<file path="src/rtl/stcr_pkg.sv">
package stcr_pkg;

	// fixed point
	localparam int FRAC_BITS  = 8;
	localparam int GAIN_FRAC  = 12;
	localparam int CORR_SHIFT = FRAC_BITS + GAIN_FRAC;
	localparam int US_PER_S   = 1000000;
	localparam int REM_W      = 20;

	// field widths
	localparam int TIME_W  = 32;
	localparam int RATE_W  = 16;
	localparam int STEP_W  = 20;
	localparam int RANGE_W = 15;
	localparam int ALT_W   = 21;
	localparam int GAIN_W  = 14;
	localparam int VLIM_W  = 10;
	localparam int TMO_W   = 16;
	localparam int BAND_W  = 14;
	localparam int CLIMB_W = 17;

	// datapath widths
	localparam int PROD_W     = RATE_W + STEP_W;
	localparam int DIV_W      = PROD_W + FRAC_BITS;
	localparam int BASE_W     = ALT_W + 2;
	localparam int TGT_W      = BASE_W + FRAC_BITS + 1;
	localparam int MAG_W      = TGT_W - 1;
	localparam int ACC_W      = MAG_W + GAIN_W;
	localparam int MPL_W      = STEP_W;
	localparam int LIM_W      = VLIM_W + CORR_SHIFT;
	localparam int TOT_W      = CLIMB_W + CORR_SHIFT;
	localparam int BAND_SUM_W = RANGE_W + 2;
	localparam int CNT_W      = $clog2(DIV_W);

	// input tdata layout
	localparam int NOW_LSB     = 0;
	localparam int RATE_LSB    = NOW_LSB + TIME_W;
	localparam int STEP_LSB    = RATE_LSB + RATE_W;
	localparam int RANGE_LSB   = STEP_LSB + STEP_W;
	localparam int NAV_LSB     = RANGE_LSB + RANGE_W;
	localparam int TGT_LSB     = NAV_LSB + ALT_W;
	localparam int LIM_LO_BIT  = TGT_LSB + ALT_W;
	localparam int LIM_HI_BIT  = LIM_LO_BIT + 1;
	localparam int IN_BITS     = LIM_HI_BIT + 1;
	localparam int IN_TDATA_W  = ((IN_BITS + 7) / 8) * 8;
	localparam int OUT_TDATA_W = ((CLIMB_W + 7) / 8) * 8;

	// configuration registers
	localparam int CFG_IDX_W  = 3;
	localparam int CFG_DATA_W = 16;
	localparam logic [CFG_IDX_W-1:0] REG_GAIN       = CFG_IDX_W'(0);
	localparam logic [CFG_IDX_W-1:0] REG_VLIM       = CFG_IDX_W'(1);
	localparam logic [CFG_IDX_W-1:0] REG_TIMEOUT    = CFG_IDX_W'(2);
	localparam logic [CFG_IDX_W-1:0] REG_BAND_BELOW = CFG_IDX_W'(3);
	localparam logic [CFG_IDX_W-1:0] REG_BAND_ABOVE = CFG_IDX_W'(4);

	localparam logic [GAIN_W-1:0] GAIN_RST    = GAIN_W'(3277);
	localparam logic [VLIM_W-1:0] VLIM_RST    = VLIM_W'(150);
	localparam logic [TMO_W-1:0]  TIMEOUT_RST = TMO_W'(1000);
	localparam logic [BAND_W-1:0] BAND_RST    = BAND_W'(100);

	typedef enum logic [3:0] {
		ST_IDLE,
		ST_SEED,
		ST_MUL,
		ST_DIV,
		ST_MOVE,
		ST_CLAMP,
		ST_ERR,
		ST_ABS,
		ST_GAIN,
		ST_SAT,
		ST_TOT,
		ST_RES
	} state_t;

endpackage

</file>
<file path="src/rtl/surface_tracking_climb_rate.sv">
// Surface tracking climb rate controller.
// One transfer on the s_axis channel is one controller call; it returns exactly
// one transfer on m_axis carrying the corrected climb rate in cm/s.
// Gains, limits, timeout and clamp band are set through the cfg channel, which
// is always ready; write it only while no call is in flight.
// A call whose target moves runs, from the input transfer to the registered
// result, a bit-serial rate-by-step multiply over the 20 step bits, a restoring
// divide by 10^6 over the 44 product and fraction bits, and a bit-serial gain
// multiply over the 14 gain bits. With zero pilot rate or a throttle limit in
// that direction the move is skipped. One call is worked on at a time; the next
// can be taken in the cycle after the result is loaded into the output
// register.
// Reset clears the tracking target and the last call time to zero and loads the
// default register values; the output register comes up empty.
// A stalled receiver holds the result in the output register; the block then
// waits with its finished result until the output register frees up.
module surface_tracking_climb_rate (
	input  logic                                clk,
	input  logic                                arst_n,
	input  logic                                s_axis_tvalid,
	output logic                                s_axis_tready,
	// now_ms, pilot_rate, step_us, range_alt_cm, nav_alt_cm, alt_target_cm,
	// limit_low, limit_high, zero pad
	input  logic [stcr_pkg::IN_TDATA_W-1:0]     s_axis_tdata,
	output logic                                m_axis_tvalid,
	input  logic                                m_axis_tready,
	// climb_rate, zero pad
	output logic [stcr_pkg::OUT_TDATA_W-1:0]    m_axis_tdata,
	input  logic                                cfg_valid,
	output logic                                cfg_ready,
	input  logic [stcr_pkg::CFG_IDX_W-1:0]      cfg_index,
	input  logic [stcr_pkg::CFG_DATA_W-1:0]     cfg_data
);

	stcr_pkg::state_t state_q, state_d;

	// configuration
	logic [stcr_pkg::GAIN_W-1:0] gain_q;
	logic [stcr_pkg::VLIM_W-1:0] vlim_q;
	logic [stcr_pkg::TMO_W-1:0]  timeout_q;
	logic [stcr_pkg::BAND_W-1:0] below_q;
	logic [stcr_pkg::BAND_W-1:0] above_q;

	// persistent state
	logic [stcr_pkg::TIME_W-1:0] last_time_q;
	logic [stcr_pkg::TGT_W-1:0]  target_q;

	// captured call
	logic [stcr_pkg::TIME_W-1:0]  now_q;
	logic [stcr_pkg::RATE_W-1:0]  rate_q;
	logic [stcr_pkg::RANGE_W-1:0] range_q;
	logic [stcr_pkg::ALT_W-1:0]   nav_q;
	logic [stcr_pkg::ALT_W-1:0]   tgt_q;
	logic                         lim_lo_q;
	logic                         lim_hi_q;

	// serial datapath
	logic [stcr_pkg::BASE_W-1:0]  base_q;
	logic [stcr_pkg::ACC_W-1:0]   acc_q;
	logic [stcr_pkg::MAG_W-1:0]   mcand_q;
	logic [stcr_pkg::MPL_W-1:0]   mpl_q;
	logic [stcr_pkg::REM_W-1:0]   rem_q;
	logic [stcr_pkg::CNT_W-1:0]   cnt_q;
	logic [stcr_pkg::TGT_W-1:0]   err_q;
	logic                         neg_q;
	logic [stcr_pkg::LIM_W-1:0]   sat_q;
	logic [stcr_pkg::TOT_W-1:0]   total_q;

	logic                          out_valid_q;
	logic [stcr_pkg::CLIMB_W-1:0]  out_data_q;

	logic                          in_xfer;
	logic                          out_free;
	logic                          load_out;
	logic                          cnt_done;

	logic [stcr_pkg::BASE_W-1:0]     base_c;
	logic [stcr_pkg::TGT_W-1:0]      seed_c;
	logic [stcr_pkg::TGT_W-1:0]      base_sh_c;
	logic [stcr_pkg::TIME_W-1:0]     gap_c;
	logic                            reseed_c;
	logic                            rate_neg_c;
	logic                            rate_pos_c;
	logic                            move_c;
	logic [stcr_pkg::RATE_W-1:0]     rate_mag_c;
	logic [stcr_pkg::ACC_W-1:0]      mul_next_c;
	logic [stcr_pkg::REM_W:0]        rem2_c;
	logic [stcr_pkg::REM_W:0]        rem_sub_c;
	logic                            div_ge_c;
	logic [stcr_pkg::TGT_W-1:0]      quo_c;
	logic [stcr_pkg::TGT_W-1:0]      moved_c;
	logic [stcr_pkg::BAND_SUM_W-1:0] lo_c;
	logic [stcr_pkg::BAND_SUM_W-1:0] hi_c;
	logic [stcr_pkg::TGT_W-1:0]      lo_sh_c;
	logic [stcr_pkg::TGT_W-1:0]      hi_sh_c;
	logic [stcr_pkg::TGT_W-1:0]      clamped_c;
	logic [stcr_pkg::TGT_W-1:0]      err_abs_c;
	logic [stcr_pkg::LIM_W-1:0]      lim_c;
	logic [stcr_pkg::TOT_W-1:0]      rate_sh_c;
	logic [stcr_pkg::TOT_W-1:0]      sat_ext_c;
	logic [stcr_pkg::CLIMB_W-1:0]    res_c;

	assign s_axis_tready = (state_q == stcr_pkg::ST_IDLE);
	assign in_xfer       = s_axis_tvalid && s_axis_tready;
	assign out_free      = !out_valid_q || m_axis_tready;
	assign load_out      = (state_q == stcr_pkg::ST_RES) && out_free;
	assign cnt_done      = (cnt_q == '0);
	assign cfg_ready     = 1'b1;

	assign m_axis_tvalid = out_valid_q;
	assign m_axis_tdata  = {{(stcr_pkg::OUT_TDATA_W - stcr_pkg::CLIMB_W){1'b0}}, out_data_q};

	// range + alt target - nav altitude, the offset between both references
	assign base_c = {{(stcr_pkg::BASE_W - stcr_pkg::RANGE_W){1'b0}}, range_q}
		+ {{(stcr_pkg::BASE_W - stcr_pkg::ALT_W){tgt_q[stcr_pkg::ALT_W-1]}}, tgt_q}
		- {{(stcr_pkg::BASE_W - stcr_pkg::ALT_W){nav_q[stcr_pkg::ALT_W-1]}}, nav_q};
	assign seed_c = {base_c[stcr_pkg::BASE_W-1], base_c, {stcr_pkg::FRAC_BITS{1'b0}}};
	assign base_sh_c = {base_q[stcr_pkg::BASE_W-1], base_q, {stcr_pkg::FRAC_BITS{1'b0}}};

	// wrapping gap since the previous call
	assign gap_c    = now_q - last_time_q;
	assign reseed_c = gap_c > {{(stcr_pkg::TIME_W - stcr_pkg::TMO_W){1'b0}}, timeout_q};

	assign rate_neg_c = rate_q[stcr_pkg::RATE_W-1];
	assign rate_pos_c = !rate_neg_c && (|rate_q);
	assign move_c     = (rate_neg_c && !lim_lo_q) || (rate_pos_c && !lim_hi_q);
	assign rate_mag_c = rate_neg_c ? -rate_q : rate_q;

	// msb-first shift and add, shared by both multiplies
	assign mul_next_c = {acc_q[stcr_pkg::ACC_W-2:0], 1'b0}
		+ (mpl_q[stcr_pkg::MPL_W-1]
			? {{(stcr_pkg::ACC_W - stcr_pkg::MAG_W){1'b0}}, mcand_q}
			: {stcr_pkg::ACC_W{1'b0}});

	// restoring divide by 10^6, quotient bits shift in at the bottom of acc
	assign rem2_c    = {rem_q, acc_q[stcr_pkg::DIV_W-1]};
	assign div_ge_c  = rem2_c >= (stcr_pkg::REM_W + 1)'(stcr_pkg::US_PER_S);
	assign rem_sub_c = rem2_c - (stcr_pkg::REM_W + 1)'(stcr_pkg::US_PER_S);

	assign quo_c   = {1'b0, acc_q[stcr_pkg::TGT_W-2:0]};
	assign moved_c = rate_neg_c ? (target_q - quo_c) : (target_q + quo_c);

	assign lo_c = {{(stcr_pkg::BAND_SUM_W - stcr_pkg::RANGE_W){1'b0}}, range_q}
		- {{(stcr_pkg::BAND_SUM_W - stcr_pkg::BAND_W){1'b0}}, below_q};
	assign hi_c = {{(stcr_pkg::BAND_SUM_W - stcr_pkg::RANGE_W){1'b0}}, range_q}
		+ {{(stcr_pkg::BAND_SUM_W - stcr_pkg::BAND_W){1'b0}}, above_q};
	assign lo_sh_c = {{(stcr_pkg::TGT_W - stcr_pkg::BAND_SUM_W - stcr_pkg::FRAC_BITS)
		{lo_c[stcr_pkg::BAND_SUM_W-1]}}, lo_c, {stcr_pkg::FRAC_BITS{1'b0}}};
	assign hi_sh_c = {{(stcr_pkg::TGT_W - stcr_pkg::BAND_SUM_W - stcr_pkg::FRAC_BITS)
		{hi_c[stcr_pkg::BAND_SUM_W-1]}}, hi_c, {stcr_pkg::FRAC_BITS{1'b0}}};

	always_comb begin
		if ($signed(target_q) < $signed(lo_sh_c)) begin
			clamped_c = lo_sh_c;
		end else if ($signed(target_q) > $signed(hi_sh_c)) begin
			clamped_c = hi_sh_c;
		end else begin
			clamped_c = target_q;
		end
	end

	assign err_abs_c = err_q[stcr_pkg::TGT_W-1] ? -err_q : err_q;

	assign lim_c     = {vlim_q, {stcr_pkg::CORR_SHIFT{1'b0}}};
	assign rate_sh_c = {{(stcr_pkg::TOT_W - stcr_pkg::RATE_W - stcr_pkg::CORR_SHIFT)
		{rate_q[stcr_pkg::RATE_W-1]}}, rate_q, {stcr_pkg::CORR_SHIFT{1'b0}}};
	assign sat_ext_c = {{(stcr_pkg::TOT_W - stcr_pkg::LIM_W){1'b0}}, sat_q};

	// floor, then step up for negative totals with a nonzero fraction
	assign res_c = total_q[stcr_pkg::TOT_W-1:stcr_pkg::CORR_SHIFT]
		+ {{(stcr_pkg::CLIMB_W - 1){1'b0}},
			(total_q[stcr_pkg::TOT_W-1] && (|total_q[stcr_pkg::CORR_SHIFT-1:0]))};

	always_ff @(posedge clk or negedge arst_n) begin
		if (!arst_n) begin
			state_q <= stcr_pkg::ST_IDLE;
		end else begin
			state_q <= state_d;
		end
	end

	always_comb begin
		state_d = state_q;
		unique case (state_q)
			stcr_pkg::ST_IDLE: begin
				if (in_xfer) state_d = stcr_pkg::ST_SEED;
			end
			stcr_pkg::ST_SEED: begin
				state_d = move_c ? stcr_pkg::ST_MUL : stcr_pkg::ST_CLAMP;
			end
			stcr_pkg::ST_MUL: begin
				if (cnt_done) state_d = stcr_pkg::ST_DIV;
			end
			stcr_pkg::ST_DIV: begin
				if (cnt_done) state_d = stcr_pkg::ST_MOVE;
			end
			stcr_pkg::ST_MOVE:  state_d = stcr_pkg::ST_CLAMP;
			stcr_pkg::ST_CLAMP: state_d = stcr_pkg::ST_ERR;
			stcr_pkg::ST_ERR:   state_d = stcr_pkg::ST_ABS;
			stcr_pkg::ST_ABS:   state_d = stcr_pkg::ST_GAIN;
			stcr_pkg::ST_GAIN: begin
				if (cnt_done) state_d = stcr_pkg::ST_SAT;
			end
			stcr_pkg::ST_SAT: state_d = stcr_pkg::ST_TOT;
			stcr_pkg::ST_TOT: state_d = stcr_pkg::ST_RES;
			stcr_pkg::ST_RES: begin
				if (out_free) state_d = stcr_pkg::ST_IDLE;
			end
			default: state_d = stcr_pkg::ST_IDLE;
		endcase
	end

	// registers set by reset: configuration to defaults, tracking state and output valid cleared
	always_ff @(posedge clk or negedge arst_n) begin
		if (!arst_n) begin
			gain_q      <= stcr_pkg::GAIN_RST;
			vlim_q      <= stcr_pkg::VLIM_RST;
			timeout_q   <= stcr_pkg::TIMEOUT_RST;
			below_q     <= stcr_pkg::BAND_RST;
			above_q     <= stcr_pkg::BAND_RST;
			last_time_q <= '0;
			target_q    <= '0;
			out_valid_q <= 1'b0;
		end else begin
			if (cfg_valid) begin
				unique case (cfg_index)
					stcr_pkg::REG_GAIN:       gain_q    <= cfg_data[stcr_pkg::GAIN_W-1:0];
					stcr_pkg::REG_VLIM:       vlim_q    <= cfg_data[stcr_pkg::VLIM_W-1:0];
					stcr_pkg::REG_TIMEOUT:    timeout_q <= cfg_data[stcr_pkg::TMO_W-1:0];
					stcr_pkg::REG_BAND_BELOW: below_q   <= cfg_data[stcr_pkg::BAND_W-1:0];
					stcr_pkg::REG_BAND_ABOVE: above_q   <= cfg_data[stcr_pkg::BAND_W-1:0];
					default: ;
				endcase
			end
			if (state_q == stcr_pkg::ST_SEED) begin
				last_time_q <= now_q;
				if (reseed_c) target_q <= seed_c;
			end
			if (state_q == stcr_pkg::ST_MOVE) target_q <= moved_c;
			if (state_q == stcr_pkg::ST_CLAMP) target_q <= clamped_c;
			if (load_out) begin
				out_valid_q <= 1'b1;
			end else if (m_axis_tready) begin
				out_valid_q <= 1'b0;
			end
		end
	end

	// payload and serial datapath
	always_ff @(posedge clk) begin
		if (load_out) out_data_q <= res_c;
		unique case (state_q)
			stcr_pkg::ST_IDLE: begin
				if (in_xfer) begin
					now_q    <= s_axis_tdata[stcr_pkg::NOW_LSB +: stcr_pkg::TIME_W];
					rate_q   <= s_axis_tdata[stcr_pkg::RATE_LSB +: stcr_pkg::RATE_W];
					mpl_q    <= s_axis_tdata[stcr_pkg::STEP_LSB +: stcr_pkg::STEP_W];
					range_q  <= s_axis_tdata[stcr_pkg::RANGE_LSB +: stcr_pkg::RANGE_W];
					nav_q    <= s_axis_tdata[stcr_pkg::NAV_LSB +: stcr_pkg::ALT_W];
					tgt_q    <= s_axis_tdata[stcr_pkg::TGT_LSB +: stcr_pkg::ALT_W];
					lim_lo_q <= s_axis_tdata[stcr_pkg::LIM_LO_BIT];
					lim_hi_q <= s_axis_tdata[stcr_pkg::LIM_HI_BIT];
				end
			end
			stcr_pkg::ST_SEED: begin
				base_q  <= base_c;
				mcand_q <= {{(stcr_pkg::MAG_W - stcr_pkg::RATE_W){1'b0}}, rate_mag_c};
				acc_q   <= '0;
				cnt_q   <= stcr_pkg::CNT_W'(stcr_pkg::STEP_W - 1);
			end
			stcr_pkg::ST_MUL: begin
				mpl_q <= {mpl_q[stcr_pkg::MPL_W-2:0], 1'b0};
				if (cnt_done) begin
					// append the fraction bits to the dividend
					acc_q <= mul_next_c << stcr_pkg::FRAC_BITS;
					rem_q <= '0;
					cnt_q <= stcr_pkg::CNT_W'(stcr_pkg::DIV_W - 1);
				end else begin
					acc_q <= mul_next_c;
					cnt_q <= cnt_q - 1'b1;
				end
			end
			stcr_pkg::ST_DIV: begin
				acc_q <= {acc_q[stcr_pkg::ACC_W-2:0], div_ge_c};
				rem_q <= div_ge_c ? rem_sub_c[stcr_pkg::REM_W-1:0]
					: rem2_c[stcr_pkg::REM_W-1:0];
				cnt_q <= cnt_q - 1'b1;
			end
			stcr_pkg::ST_MOVE: ;
			stcr_pkg::ST_CLAMP: ;
			stcr_pkg::ST_ERR: begin
				err_q <= target_q - base_sh_c;
			end
			stcr_pkg::ST_ABS: begin
				neg_q   <= err_q[stcr_pkg::TGT_W-1];
				mcand_q <= err_abs_c[stcr_pkg::MAG_W-1:0];
				mpl_q   <= {gain_q, {(stcr_pkg::MPL_W - stcr_pkg::GAIN_W){1'b0}}};
				acc_q   <= '0;
				cnt_q   <= stcr_pkg::CNT_W'(stcr_pkg::GAIN_W - 1);
			end
			stcr_pkg::ST_GAIN: begin
				acc_q <= mul_next_c;
				mpl_q <= {mpl_q[stcr_pkg::MPL_W-2:0], 1'b0};
				cnt_q <= cnt_q - 1'b1;
			end
			stcr_pkg::ST_SAT: begin
				if (acc_q > {{(stcr_pkg::ACC_W - stcr_pkg::LIM_W){1'b0}}, lim_c}) begin
					sat_q <= lim_c;
				end else begin
					sat_q <= acc_q[stcr_pkg::LIM_W-1:0];
				end
			end
			stcr_pkg::ST_TOT: begin
				total_q <= neg_q ? (rate_sh_c - sat_ext_c) : (rate_sh_c + sat_ext_c);
			end
			stcr_pkg::ST_RES: ;
			default: ;
		endcase
	end

endmodule

</file>
<file path="config.mk">
export PLATFORM = sky130hd
export DESIGN_NAME = surface_tracking_climb_rate
export DESIGN_NICKNAME = d
export VERILOG_FILES = /design/src/rtl/stcr_pkg.sv /design/src/rtl/surface_tracking_climb_rate.sv
export SDC_FILE = /design/constraint.sdc
export NUM_CORES = 1
export LEC_CHECK = 0
export BUFFER_PORTS_ARGS = -buffer_cell sky130_fd_sc_hd__buf_2
export CAP_MARGIN = 5
export CORE_UTILIZATION = 45
export DETAILED_ROUTE_END_ITERATION = 16
export PLACE_DENSITY_LB_ADDON = 0.3
export SLEW_MARGIN = 20
export SYNTH_ARGS = -nofsm -noshare
export SYNTH_HDL_FRONTEND = slang
export SYNTH_SLANG_ARGS = --single-unit
</file>
<file path="constraint.sdc">
create_clock -name clk -period 4.7 [get_ports clk]
set_input_delay 0 -clock clk [delete_from_list [all_inputs] [get_ports clk]]
set_output_delay 0 -clock clk [all_outputs]
set_load 0.01 [all_outputs]
</file>
## After elaboration in Yosys (flattened, before gate mapping)

Cells that the tools add are included.

| cells by class | value |
|---|---|
| add/subtract/negate cells | 16 |
| order comparisons | 5 |
| eq/ne operators | 21 |
| muxes and demuxes | 31 |
| reduce and logical (&&, ||, !) cells | 38 |

Operators by type and width:

| operator | number |
|---|---|
| $mux W32 | 7 |
| $pmux W45 S4 | 1 |
| $sub A32 B32 Y32 | 2 |
| $mux W31 | 2 |
| $pmux W31 S2 | 1 |
| $mux W20 | 3 |
| $pmux W20 S3 | 1 |
| $pmux W4 S12 | 1 |
| $add A45 B31 Y45 | 1 |
| $gt A45 B30 Y1 | 1 |
| $mux W45 | 1 |
| $pmux W20 S2 | 1 |
| $add A36 B31 Y37 | 1 |
| $mux W37 | 1 |
| $sub A36 B31 Y37 | 1 |
| $add A32 B31 Y32 | 1 |
| $gt A32 B16 Y1 | 1 |
| $gt A32 B25 Y1 | 1 |
| $lt A32 B24 Y1 | 1 |
| $sub A32 B31 Y32 | 1 |
| $neg A31 Y31 | 1 |
| $mux W30 | 1 |
| $pmux W6 S4 | 1 |
| $sub A22 B21 Y23 | 1 |
| other kinds (38) | 77 |

| word-level totals | value |
|---|---|
| register bits | 506 |
| bits of input ports | 152 |
| output and inout port bits | 27 |
| word-level logic and storage cells | 139 |

## Depth between registers and ports, before layout

Gate-level depths: netlist of run 1.

| depth | value |
|---|---|
| depth after elaboration | 6 |
| mapped depth | 26 |

## Least setup slack after synthesis of run 1

No wires, ideal clock.

| timing path | value |
|---|---|
| path type | flip-flop to flip-flop |
| start | register range_q[0] (netlist bit) |
| end | register target_q[19] (netlist bit) |
| library setup time | 0.110 ns |
| data arrival time | 4.677 ns |
| slack | -0.087 ns |
| stages on the path, launching flop included | 24 |
| path buffers | 2 |
| period minus slack after synthesis | 4.787 ns |
| path through | edfxtp_1 > inv_1 > ha_1 > inv_1 > fa_1 > a21o_1 > a21oi_1 > o21bai_1 > a21oi_1 > o211ai_1 > a311oi_1 > xor2_1 > ha_1 > a211o_1 > o211ai_1 > a21oi_1 > o2111ai_1 > o21a_1 > mux2i_1 > buf_1 > buf_1 > mux2i_1 > nor2_1 > o41ai_1 |

| between the ends | value |
|---|---|
| longest elaborated chain between the ends | 6 |
| elaborated cells on any way between the ends | 14 |
| those cells by class | add/sub: 4; order compare: 2; eq/ne: 1; mux: 6; reduce/logical: 1 |

Ends and longest elaborated chain:

| element | line | source |
|---|---|---|
| from (decl) | surface_tracking_climb_rate.sv:51 | `logic [stcr_pkg::RANGE_W-1:0] range_q;` |
| from (signal assigned) | surface_tracking_climb_rate.sv:258 | `range_q <= s_axis_tdata[stcr_pkg::RANGE_LSB +: stcr_pkg::RANGE_W];` |
| $add A16 B21 Y22 | surface_tracking_climb_rate.sv:115 | `+ {{(stcr_pkg::BASE_W - stcr_pkg::ALT_W){tgt_q[stcr_pkg::ALT_W-1]}}, tgt_q}` |
| $sub A22 B21 Y23 | surface_tracking_climb_rate.sv:116 | `- {{(stcr_pkg::BASE_W - stcr_pkg::ALT_W){nav_q[stcr_pkg::ALT_W-1]}}, nav_q};` |
| $mux W32 | surface_tracking_climb_rate.sv:237 | `if (reseed_c) target_q <= seed_c;` |
| $mux W32 | surface_tracking_climb_rate.sv:235 | `if (state_q == stcr_pkg::ST_SEED) begin` |
| $mux W32 | surface_tracking_climb_rate.sv:239 | `if (state_q == stcr_pkg::ST_MOVE) target_q <= moved_c;` |
| $mux W32 | surface_tracking_climb_rate.sv:240 | `if (state_q == stcr_pkg::ST_CLAMP) target_q <= clamped_c;` |
| to (signal assigned) | surface_tracking_climb_rate.sv:239 |  |
| to (signal assigned) | surface_tracking_climb_rate.sv:240 |  |
| to (decl) | surface_tracking_climb_rate.sv:46 | `logic [stcr_pkg::TGT_W-1:0] target_q;` |

Parallel ways exist; a longest one is shown, timed or not. The select of a mux whose other input is x is not followed.
A chain may end at the register's enable or synchronous reset.

## Final worst setup path of run 1

| timing path | value |
|---|---|
| start | register range_q[0] (netlist bit) |
| end | register target_q[28] (netlist bit) |

Same word-level chain as after synthesis.

==> results of run 1 <==
## power by group through the flow
stage	Combinational [mW]	Clock [mW]	Sequential [mW]
4_1_cts	16.5	4.66	7.96
3_5_place_dp	16.1	0	8.03
5_1_grt	18.5	4.83	8.13
3_3_place_gp	15.9	0	8.01
2_1_floorplan	11.6	0	7.60
6_report	16.7	4.58	7.99
## worst max-delay path by stage
| stage | to | slack (ns) | cells past startpoint | start |
|---|---|---|---|---|
| after detailed placement | target_q[10] | -0.50 | 24 | range_q[0] |
| after global routing | target_q[30] | -0.31 | 24 | range_q[0] |
| final | target_q[28] | -0.06 | 24 | range_q[0] |
| after global placement | target_q[11] | -0.34 | 23 | range_q[1] |
| after floorplan | target_q[20] | 0.003 | 25 | range_q[0] |
| after CTS | target_q[27] | -0.05 | 24 | range_q[0] |
## final cells by class
class	count	area share, %
multi-input cells	2475	43.76
flip-flops and latches	506	36.01
repair buffers	532	10.14
clock buffers	71	3.713
well taps	959	2.972
inverters	256	2.380
clock inverters	35	1.017
diodes	1	0.006199
## routing by layer
layer	wire (µm)	share of wire [%]
met1	37440	41
met2	45510	50
met3	4650	5.1
met4	3773	4.1
met5	0	0
## placed cells by master (no fill, tap or decap), types with 31 or more instances in the layout
cell type,n
sky130_fd_sc_hd__nand3_1,61
sky130_fd_sc_hd__clkbuf_16,57
sky130_fd_sc_hd__mux2_2,62
sky130_fd_sc_hd__dlygate4sd3_1,172
sky130_fd_sc_hd__a21oi_1,204
sky130_fd_sc_hd__o21ai_0,242
sky130_fd_sc_hd__edfxtp_1,369
sky130_fd_sc_hd__buf_2,168
sky130_fd_sc_hd__xor2_1,89
sky130_fd_sc_hd__and2_1,68
sky130_fd_sc_hd__a21o_1,88
sky130_fd_sc_hd__a22oi_1,31
sky130_fd_sc_hd__nor3_1,48
sky130_fd_sc_hd__buf_4,180
sky130_fd_sc_hd__nand2b_1,42
sky130_fd_sc_hd__inv_1,254
sky130_fd_sc_hd__dfrtp_1,114
sky130_fd_sc_hd__nand2_1,292
sky130_fd_sc_hd__ha_1,263
sky130_fd_sc_hd__a31oi_1,32
sky130_fd_sc_hd__xnor2_1,197
sky130_fd_sc_hd__nor2_1,200
sky130_fd_sc_hd__nor2b_1,31
## state kept, by name, summed over array words and instances, names as in the netlist, 16 cells and up
signal       cells
out_data_q      17
mcand_q         31
rate_q          16
mpl_q           20
now_q           32
nav_q           21
target_q        32
tgt_q           21
rem_q           20
total_q         37
timeout_q       16
acc_q           45
sat_q           30
last_time_q     32
err_q           32
base_q          23
## cell families after synthesis
logic type	share of synthesized area (%)
other	0.02249
XOR/XNOR	7.502
flip-flops	43.54
multiplexers	3.395
buffers and inverters	4.347
AND/OR/NAND/NOR	13.50
adder cells (fa/ha/maj)	11.29
AO/OA/AOI/OAI	16.40
## critical path: cells and delay by family, from the launching register on
| family | cells | cell delay (ns) |
|---|---|---|
| xor gates and xnor gates | 1 | 0.24 |
| AOI/OAI and AO/OA | 12 | 1.99 |
| and+or+nand+nor | 2 | 0.33 |
| adders and majority gates | 3 | 0.72 |
| muxes | 2 | 0.50 |
| DFF | 1 | 0.39 |
| buffers and inverters | 4 | 0.40 |
## timing repair
| item | 4_1_cts | 5_1_grt |
|---|---|---|
| endpoints found under the setup margin | 32 | 32 |
| resized for setup | 26 | 19 |
| hold buffers | 172 | 0 |
| cloned | 0 | 1 |
| hold endpoints to repair | 285 | 0 |
| pin swaps | 21 | 6 |
| setup buffers | 19 | 2 |
==> metrics.md, run 1 <==
| Metric | Value |
|---|---|
| Worst reg2reg setup slack | `-0.06 ns` |
| Actual transition at the worst max-transition pin | `0.9640 ns` |
| Total Negative Setup Slacks | `-0.4153 ns` |
| Status | `complete, but fails checks` |
| Synth area leader | `sky130_fd_sc_hd__edfxtp_1` |
| Number of levels the H-tree was split into | `2` |
| # nets final | `~4300` |
| Wire per inst | `18.90 µm` |
| Global-route met2 utilization | `42.79%` |
| Number of buffers inserted by port buffering | `about 170` |
| Number of primary I/O pins | `~180` |
| Core Util, Final | `between 50% and 60%` |
| Die Y-Extent | `between 200 and 300 µm` |
| Power share of the clock group | `15.6%` |
| Total of max-cap violations | `0` |
| Critical Path End Type | `flop` |
| R2r startpoint | `range_q[0]` |
| Post-route cell area | `just over 0.04 mm²` |
| Number of synthesized register bits | `approximately 510` |
| Worst clock skew on the final layout | `0.05536 ns` |
| Final weighted congestion in routability-driven placement | `just over 0.9` |
| Vias in the first global route | `26368` |
| Core ar. | `between 0.07 and 0.08 mm²` |
| Switching power share of the total | `a little over two fifths` |
| Die Width | `274.4 µm` |
| Main area contributors after synthesis | `sky130_fd_sc_hd__edfxtp_1, sky130_fd_sc_hd__ha_1, sky130_fd_sc_hd__dfrtp_1` |
| Area of the multi-input gates | `0.01767 mm²` |
| Combinational cell fraction of total power | `between 50 and 60%` |
| Cell internal pwr | `approximately 17 mW` |
| Pre-Repair DR Iteration Count | `5` |
| Part of the cycle the worst path needs | `101.2%` |
| Worst flop-to-flop path endpoint | `target_q[28]` |
| Critical Path Source Type | `flop` |
| Top cell by count, worst path | `sky130_fd_sc_hd__a21oi_2` |
| Post-Place Cell Area | `0.03639 mm²` |
| Final min period | `approximately 4.8 ns` |
| CP max stage delay | `0.39 ns` |
| Area added between synthesis and finish | `20.89%` |
| Synthesized instance count | `3350` |
| # rows | `99` |
| Commonest cells in the netlist | `sky130_fd_sc_hd__edfxtp_1, sky130_fd_sc_hd__nand2_1, sky130_fd_sc_hd__ha_1, sky130_fd_sc_hd__inv_1, sky130_fd_sc_hd__o21ai_0` |
| Number of nets with antenna violations after detailed routing | `0` |
| Clock sink count | `506` |
| Cell count after placement | `around 4500` |
| Number of max-slew violations in the final report | `0` |
| Tot GR Track Use | `24.14%` |
| Clock latency at the later pin of the worst-skew pair | `between 0.6 and 0.7 ns` |
| Proportion of synthesized chip area in sequential cells | `43.54%` |
| Fraction of synthesis flops using an asynchronous set or reset pin | `~27%` |
| Most congested layer reported by global routing | `met2` |
| Synthesis warning total | `0` |
| Sum of routed wire length over all layers | `91370 µm` |
| Placement-stage worst setup slack | `-0.4966 ns` |
| Part of the total power dissipated in sequential elements | `between 20% and 30%` |
| Path type of the worst setup path | `flop to flop` |
| Maximum clock rate | `210.2 MHz` |
| Endpoints failing setup | `14` |
| Worst Slack Setup Final | `-0.05686 ns` |
| Via Count | `26848` |
| Leakage power figure | `16.97 nW` |
| Mean number of vias per cell | `~5.6` |
| Maximum number of pins on one net before global-route repair | `93` |
| Hold_ws | `0.01678 ns` |
| Starting DRT DRC Count | `1665` |
| Count of fill cells added during filler insertion | `~6300` |
| Cells traversed along the worst timing path | `inv_1 -> ha_2 -> inv_2 -> fa_2 -> a21o_1 -> a21oi_2 -> o21bai_1 -> a21oi_2 -> o211ai_1 -> a311oi_1 -> xor2_1 -> ha_2 -> a211o_1 -> o211ai_1 -> a21oi_2 -> o2111ai_1 -> o21a_1 -> mux2i_2 -> o21ai_2 -> buf_4 -> nor3_2 -> nor2_4 -> buf_8 -> mux2_4` |
| Mean instance size in the synthesized netlist | `9.967 µm²` |
| Initial standard-cell utilization of the core | `45.61%` |
| Total die area | `0.07530 mm²` |
| Critical-path cell with the highest stage delay | `sky130_fd_sc_hd__edfxtp_1` |
| Top cell type's share of synthesized area | `33.18%` |
| CTS clock-pin slew for the worst setup and hold paths | `~0.06 ns` |
| Worst-path fanout max | `8` |
| Global-route wire length before repair | `142500 µm` |
| Largest vdd supply drop | `0.4351 mV` |
| Total power | `29.32 mW` |
| Overflow left after global routing | `0` |
| Cell area after synthesis | `~0.033 mm²` |
| Power density over cell area | `726.3 mW/mm²` |
| Root Buffer Master | `sky130_fd_sc_hd__clkbuf_16` |
| Post-detailed-route DRC marker count | `0` |
| Total count of hold-check failures in the final report | `0` |
| M1 GR Usage | `29.48%` |
| Initial antenna violation count | `1` |
| Most common cell in the netlist | `sky130_fd_sc_hd__edfxtp_1` |
| Switching power total | `12.61 mW` |
| Fraction of layout cells with a size suffix above 1 | `16.05%` |
| RSZ-0062 raised after global routing | `true` |
| HP Class | `primary input to async pin` |
| Most used DFF post-synth | `sky130_fd_sc_hd__edfxtp_1` |
| Signal arrival time at the worst endpoint | `5.24 ns` |
| DP HPWL | `67040 µm` |
| Maximum root-to-sink buffer count | `3` |
| Number of flops mapped to enable cells by yosys | `369` |
| Max-Slew Margin vs Limit | `35.73%` |
| Sequential cell area | `0.01454 mm²` |
| TritonCTS clock tree | `yes` |
| Met3 demand-to-capacity share in global routing | `3.170%` |
| Number of buffers inserted during clock tree synthesis | `57` |
| Number of different library cells in the post-synthesis netlist | `86` |
| Non-Filler Instances | `4835` |
| Failing checks | `negative setup slack` |
| Logic depth of the worst register-to-register path | `24` |
| Required time at the endpoint of the critical path | `5.18 ns` |
Note: power is estimated with default switching activity, not from simulation.
==> inputs of run 2 (changes only) <==
Settings changed: CORE_UTILIZATION 45 to 35.
==> metrics.md, run 2 (synthesized netlist as in run 1, its figures left out) <==
| Metric | Value |
|---|---|
| Area added between synthesis and finish | `24.31%` |
| Commonest non-fill, non-tap cell in the layout | `sky130_fd_sc_hd__edfxtp_1` |
| Leakage power figure | `17.31 nW` |
| Number of levels the H-tree was split into | `2` |
| Non-Filler Instances | `roughly 5200` |
| Total die area | `~0.097 mm²` |
| Sum of routed wire length over all layers | `roughly 96000 µm` |
| Path type of the worst setup path | `flop to flop` |
| TritonCTS clock tree | `yes` |
| Global-route wire length before repair | `147300 µm` |
| Maximum number of pins on one net before global-route repair | `86` |
| Max-Slew Margin vs Limit | `34.66%` |
| Total power | `29.96 mW` |
| Critical Path End Type | `flop` |
| Initial standard-cell utilization of the core | `35.56%` |
| Worst-path fanout max | `10` |
| DP HPWL | `70830 µm` |
| Post-detailed-route DRC marker count | `0` |
| Signal arrival time at the worst endpoint | `5.37 ns` |
| Combinational cell fraction of total power | `between 50 and 60%` |
| Worst Slack Setup Final | `-0.1558 ns` |
| Via Count | `26788` |
| Switching power share of the total | `43.03%` |
| Antenna diode count | `0` |
| Maximum root-to-sink buffer count | `3` |
| Maximum clock rate | `205.9 MHz` |
| Power density over cell area | `just over 700 mW/mm²` |
| Post-route cell area | `0.04151 mm²` |
| Cell count after placement | `approximately 4800` |
| Die Y-Extent | `approximately 310 µm` |
| Power share of the clock group | `approximately 16%` |
| Critical Path Source Type | `flop` |
| Fraction of layout cells with a size suffix above 1 | `16.85%` |
| Registers with the most flip-flops | `acc_q: 45 flops, total_q: 37 flops` |
| Clock sink count | `506` |
| Vias in the first global route | `26588` |
| Root Buffer Master | `sky130_fd_sc_hd__clkbuf_16` |
| Wire per inst | `18.45 µm` |
| Actual transition at the worst max-transition pin | `0.9750 ns` |
| Commonest non-fill, non-tap cells in the layout | `sky130_fd_sc_hd__edfxtp_1, sky130_fd_sc_hd__nand2_1, sky130_fd_sc_hd__ha_1, sky130_fd_sc_hd__inv_1, sky130_fd_sc_hd__o21ai_0` |
| Starting DRT DRC Count | `between 1500 and 2000` |
| Number of buffers inserted during clock tree synthesis | `59` |
| Clock latency at the later pin of the worst-skew pair | `roughly 0.69 ns` |
| Largest vdd supply drop | `0.3716 mV` |
| Failing checks | `negative setup slack` |
| Core ar. | `0.09389 mm²` |
| Cell internal pwr | `17.07 mW` |
| CTS clock-pin slew for the worst setup and hold paths | `0.06 ns` |
| Number of max-slew violations in the final report | `0` |
| Register with the highest flop count | `acc_q` |
| Pre-Repair DR Iteration Count | `5` |
| # nets final | `4332` |
| Number of buffers inserted by port buffering | `169` |
| Part of the cycle the worst path needs | `103.3%` |
| Initial antenna violation count | `2` |
| Final min period | `4.856 ns` |
| Mean number of vias per cell | `5.156` |
| Final weighted congestion in routability-driven placement | `roughly 0.91` |
| Tot GR Track Use | `roughly a fifth` |
| Endpoints failing setup | `26` |
| Worst clock skew on the final layout | `0.06116 ns` |
| Required time at the endpoint of the critical path | `5.21 ns` |
| Total of max-cap violations | `0` |
| Overflow left after global routing | `0` |
| Count of fill cells added during filler insertion | `between 9000 and 10000` |
| Core Util, Final | `44.21%` |
| Status | `complete, but fails checks` |
| RSZ-0062 raised after global routing | `true` |
| Post-Place Cell Area | `roughly 0.037 mm²` |
| # rows | `112` |
| Switching power total | `12.89 mW` |
| Number of primary I/O pins | `179` |
| Die Width | `310.9 µm` |
| Number of nets with antenna violations after detailed routing | `0` |
| Number of flip-flops under the largest register name | `45` |
| Part of the total power dissipated in sequential elements | `26.4%` |
| Total count of hold-check failures in the final report | `0` |
| HP Class | `primary input to flop` |
[run 2: through the flow]
stage / TNS [ns] / worst slack [ns] / hold WS [ns]
6_report: -2.098 / -0.1558 / 0.04308
5_1_grt: -10.62 / -0.4332 / 0.02576
4_1_cts: -1.151 / -0.1138 / 0.0002067
3_5_place_dp: -20.31 / -0.8044 / 0.05723
3_3_place_gp: -17.34 / -0.7071 / 0.05791
2_1_floorplan: 0 / 0.002939 / -0.2956
[run 2: power groups by stage]
| stage | Combinational (mW) | Sequential [mW] | Clock, mW |
|---|---|---|---|
| 6_report | 17.3 | 7.91 | 4.78 |
| 5_1_grt | 19.1 | 8.06 | 5.05 |
| 4_1_cts | 16.9 | 7.90 | 4.90 |
| 3_5_place_dp | 16.3 | 7.97 | 0 |
| 3_3_place_gp | 16.2 | 7.95 | 0 |
| 2_1_floorplan | 11.6 | 7.60 | 0 |
[run 2: layout make-up]
type | count | area (µm²) | share of cell area, %
Multi-Input combinational cell | 2476 | 17720 | 42.69
Sequential cell | 506 | 14540 | 35.02
Inverter | 256 | 960.9 | 2.315
Clock buffer | 70 | 1590 | 3.831
Timing Repair Buffer | 593 | 4713 | 11.36
Clock inverter | 40 | 416.7 | 1.004
Tap cell | 1254 | 1569 | 3.780
[run 2: final timing paths]
| path | start | to | slack [ns] | cells after the start |
|---|---|---|---|---|
| max | range_q[0] | target_q[24] | -0.16 | 24 |
| min | s_axis_tdata[22] | now_q[22] | 0.04 | 2 |
| max reg2reg | range_q[0] | target_q[24] | -0.16 | 24 |
| min reg2reg | target_q[0] | err_q[0] | 0.46 | 0 |
| max in group asynchronous | arst_n | below_q[1] | 3.40 | 4 |
| min in group asynchronous | arst_n | vlim_q[7] | 0.48 | 3 |
[run 2: critical path, stage by stage (launching register included)]
cell and delay, ns:
sky130_fd_sc_hd__edfxtp_1 0.42, sky130_fd_sc_hd__inv_1 0.08, sky130_fd_sc_hd__ha_2 0.18, sky130_fd_sc_hd__inv_2 0.04, sky130_fd_sc_hd__fa_2 0.33, sky130_fd_sc_hd__a21o_1 0.17
sky130_fd_sc_hd__a21oi_2 0.14, sky130_fd_sc_hd__o21bai_1 0.10, sky130_fd_sc_hd__a21oi_2 0.16, sky130_fd_sc_hd__o211ai_1 0.24, sky130_fd_sc_hd__a311oi_2 0.36, sky130_fd_sc_hd__xor2_1 0.24
sky130_fd_sc_hd__ha_2 0.21, sky130_fd_sc_hd__a211o_1 0.12, sky130_fd_sc_hd__o211ai_1 0.09, sky130_fd_sc_hd__a21oi_2 0.25, sky130_fd_sc_hd__o2111ai_2 0.13, sky130_fd_sc_hd__o21a_1 0.21
sky130_fd_sc_hd__mux2i_4 0.16, sky130_fd_sc_hd__buf_4 0.16, sky130_fd_sc_hd__buf_12 0.15, sky130_fd_sc_hd__nor3_2 0.07, sky130_fd_sc_hd__buf_4 0.17, sky130_fd_sc_hd__a221o_1 0.26
sky130_fd_sc_hd__mux2_4 0.25
[run 2: what timing repair did]
item	CTS	global route
gates resized for setup	27	46
hold buffers	209	0
setup buffers	31	9
gates cloned	1	1
setup endpoints to repair	32	34
hold endpoints to repair	274	0
pin swaps	17	13
[run 2: metal layers]
layer / track usage (%) / wire (µm)
met2: 33.73 / 46960
met4: 7.221 / 3555
met3: 2.593 / 4280
met5: 0 / 12
met1: 24.36 / 41050
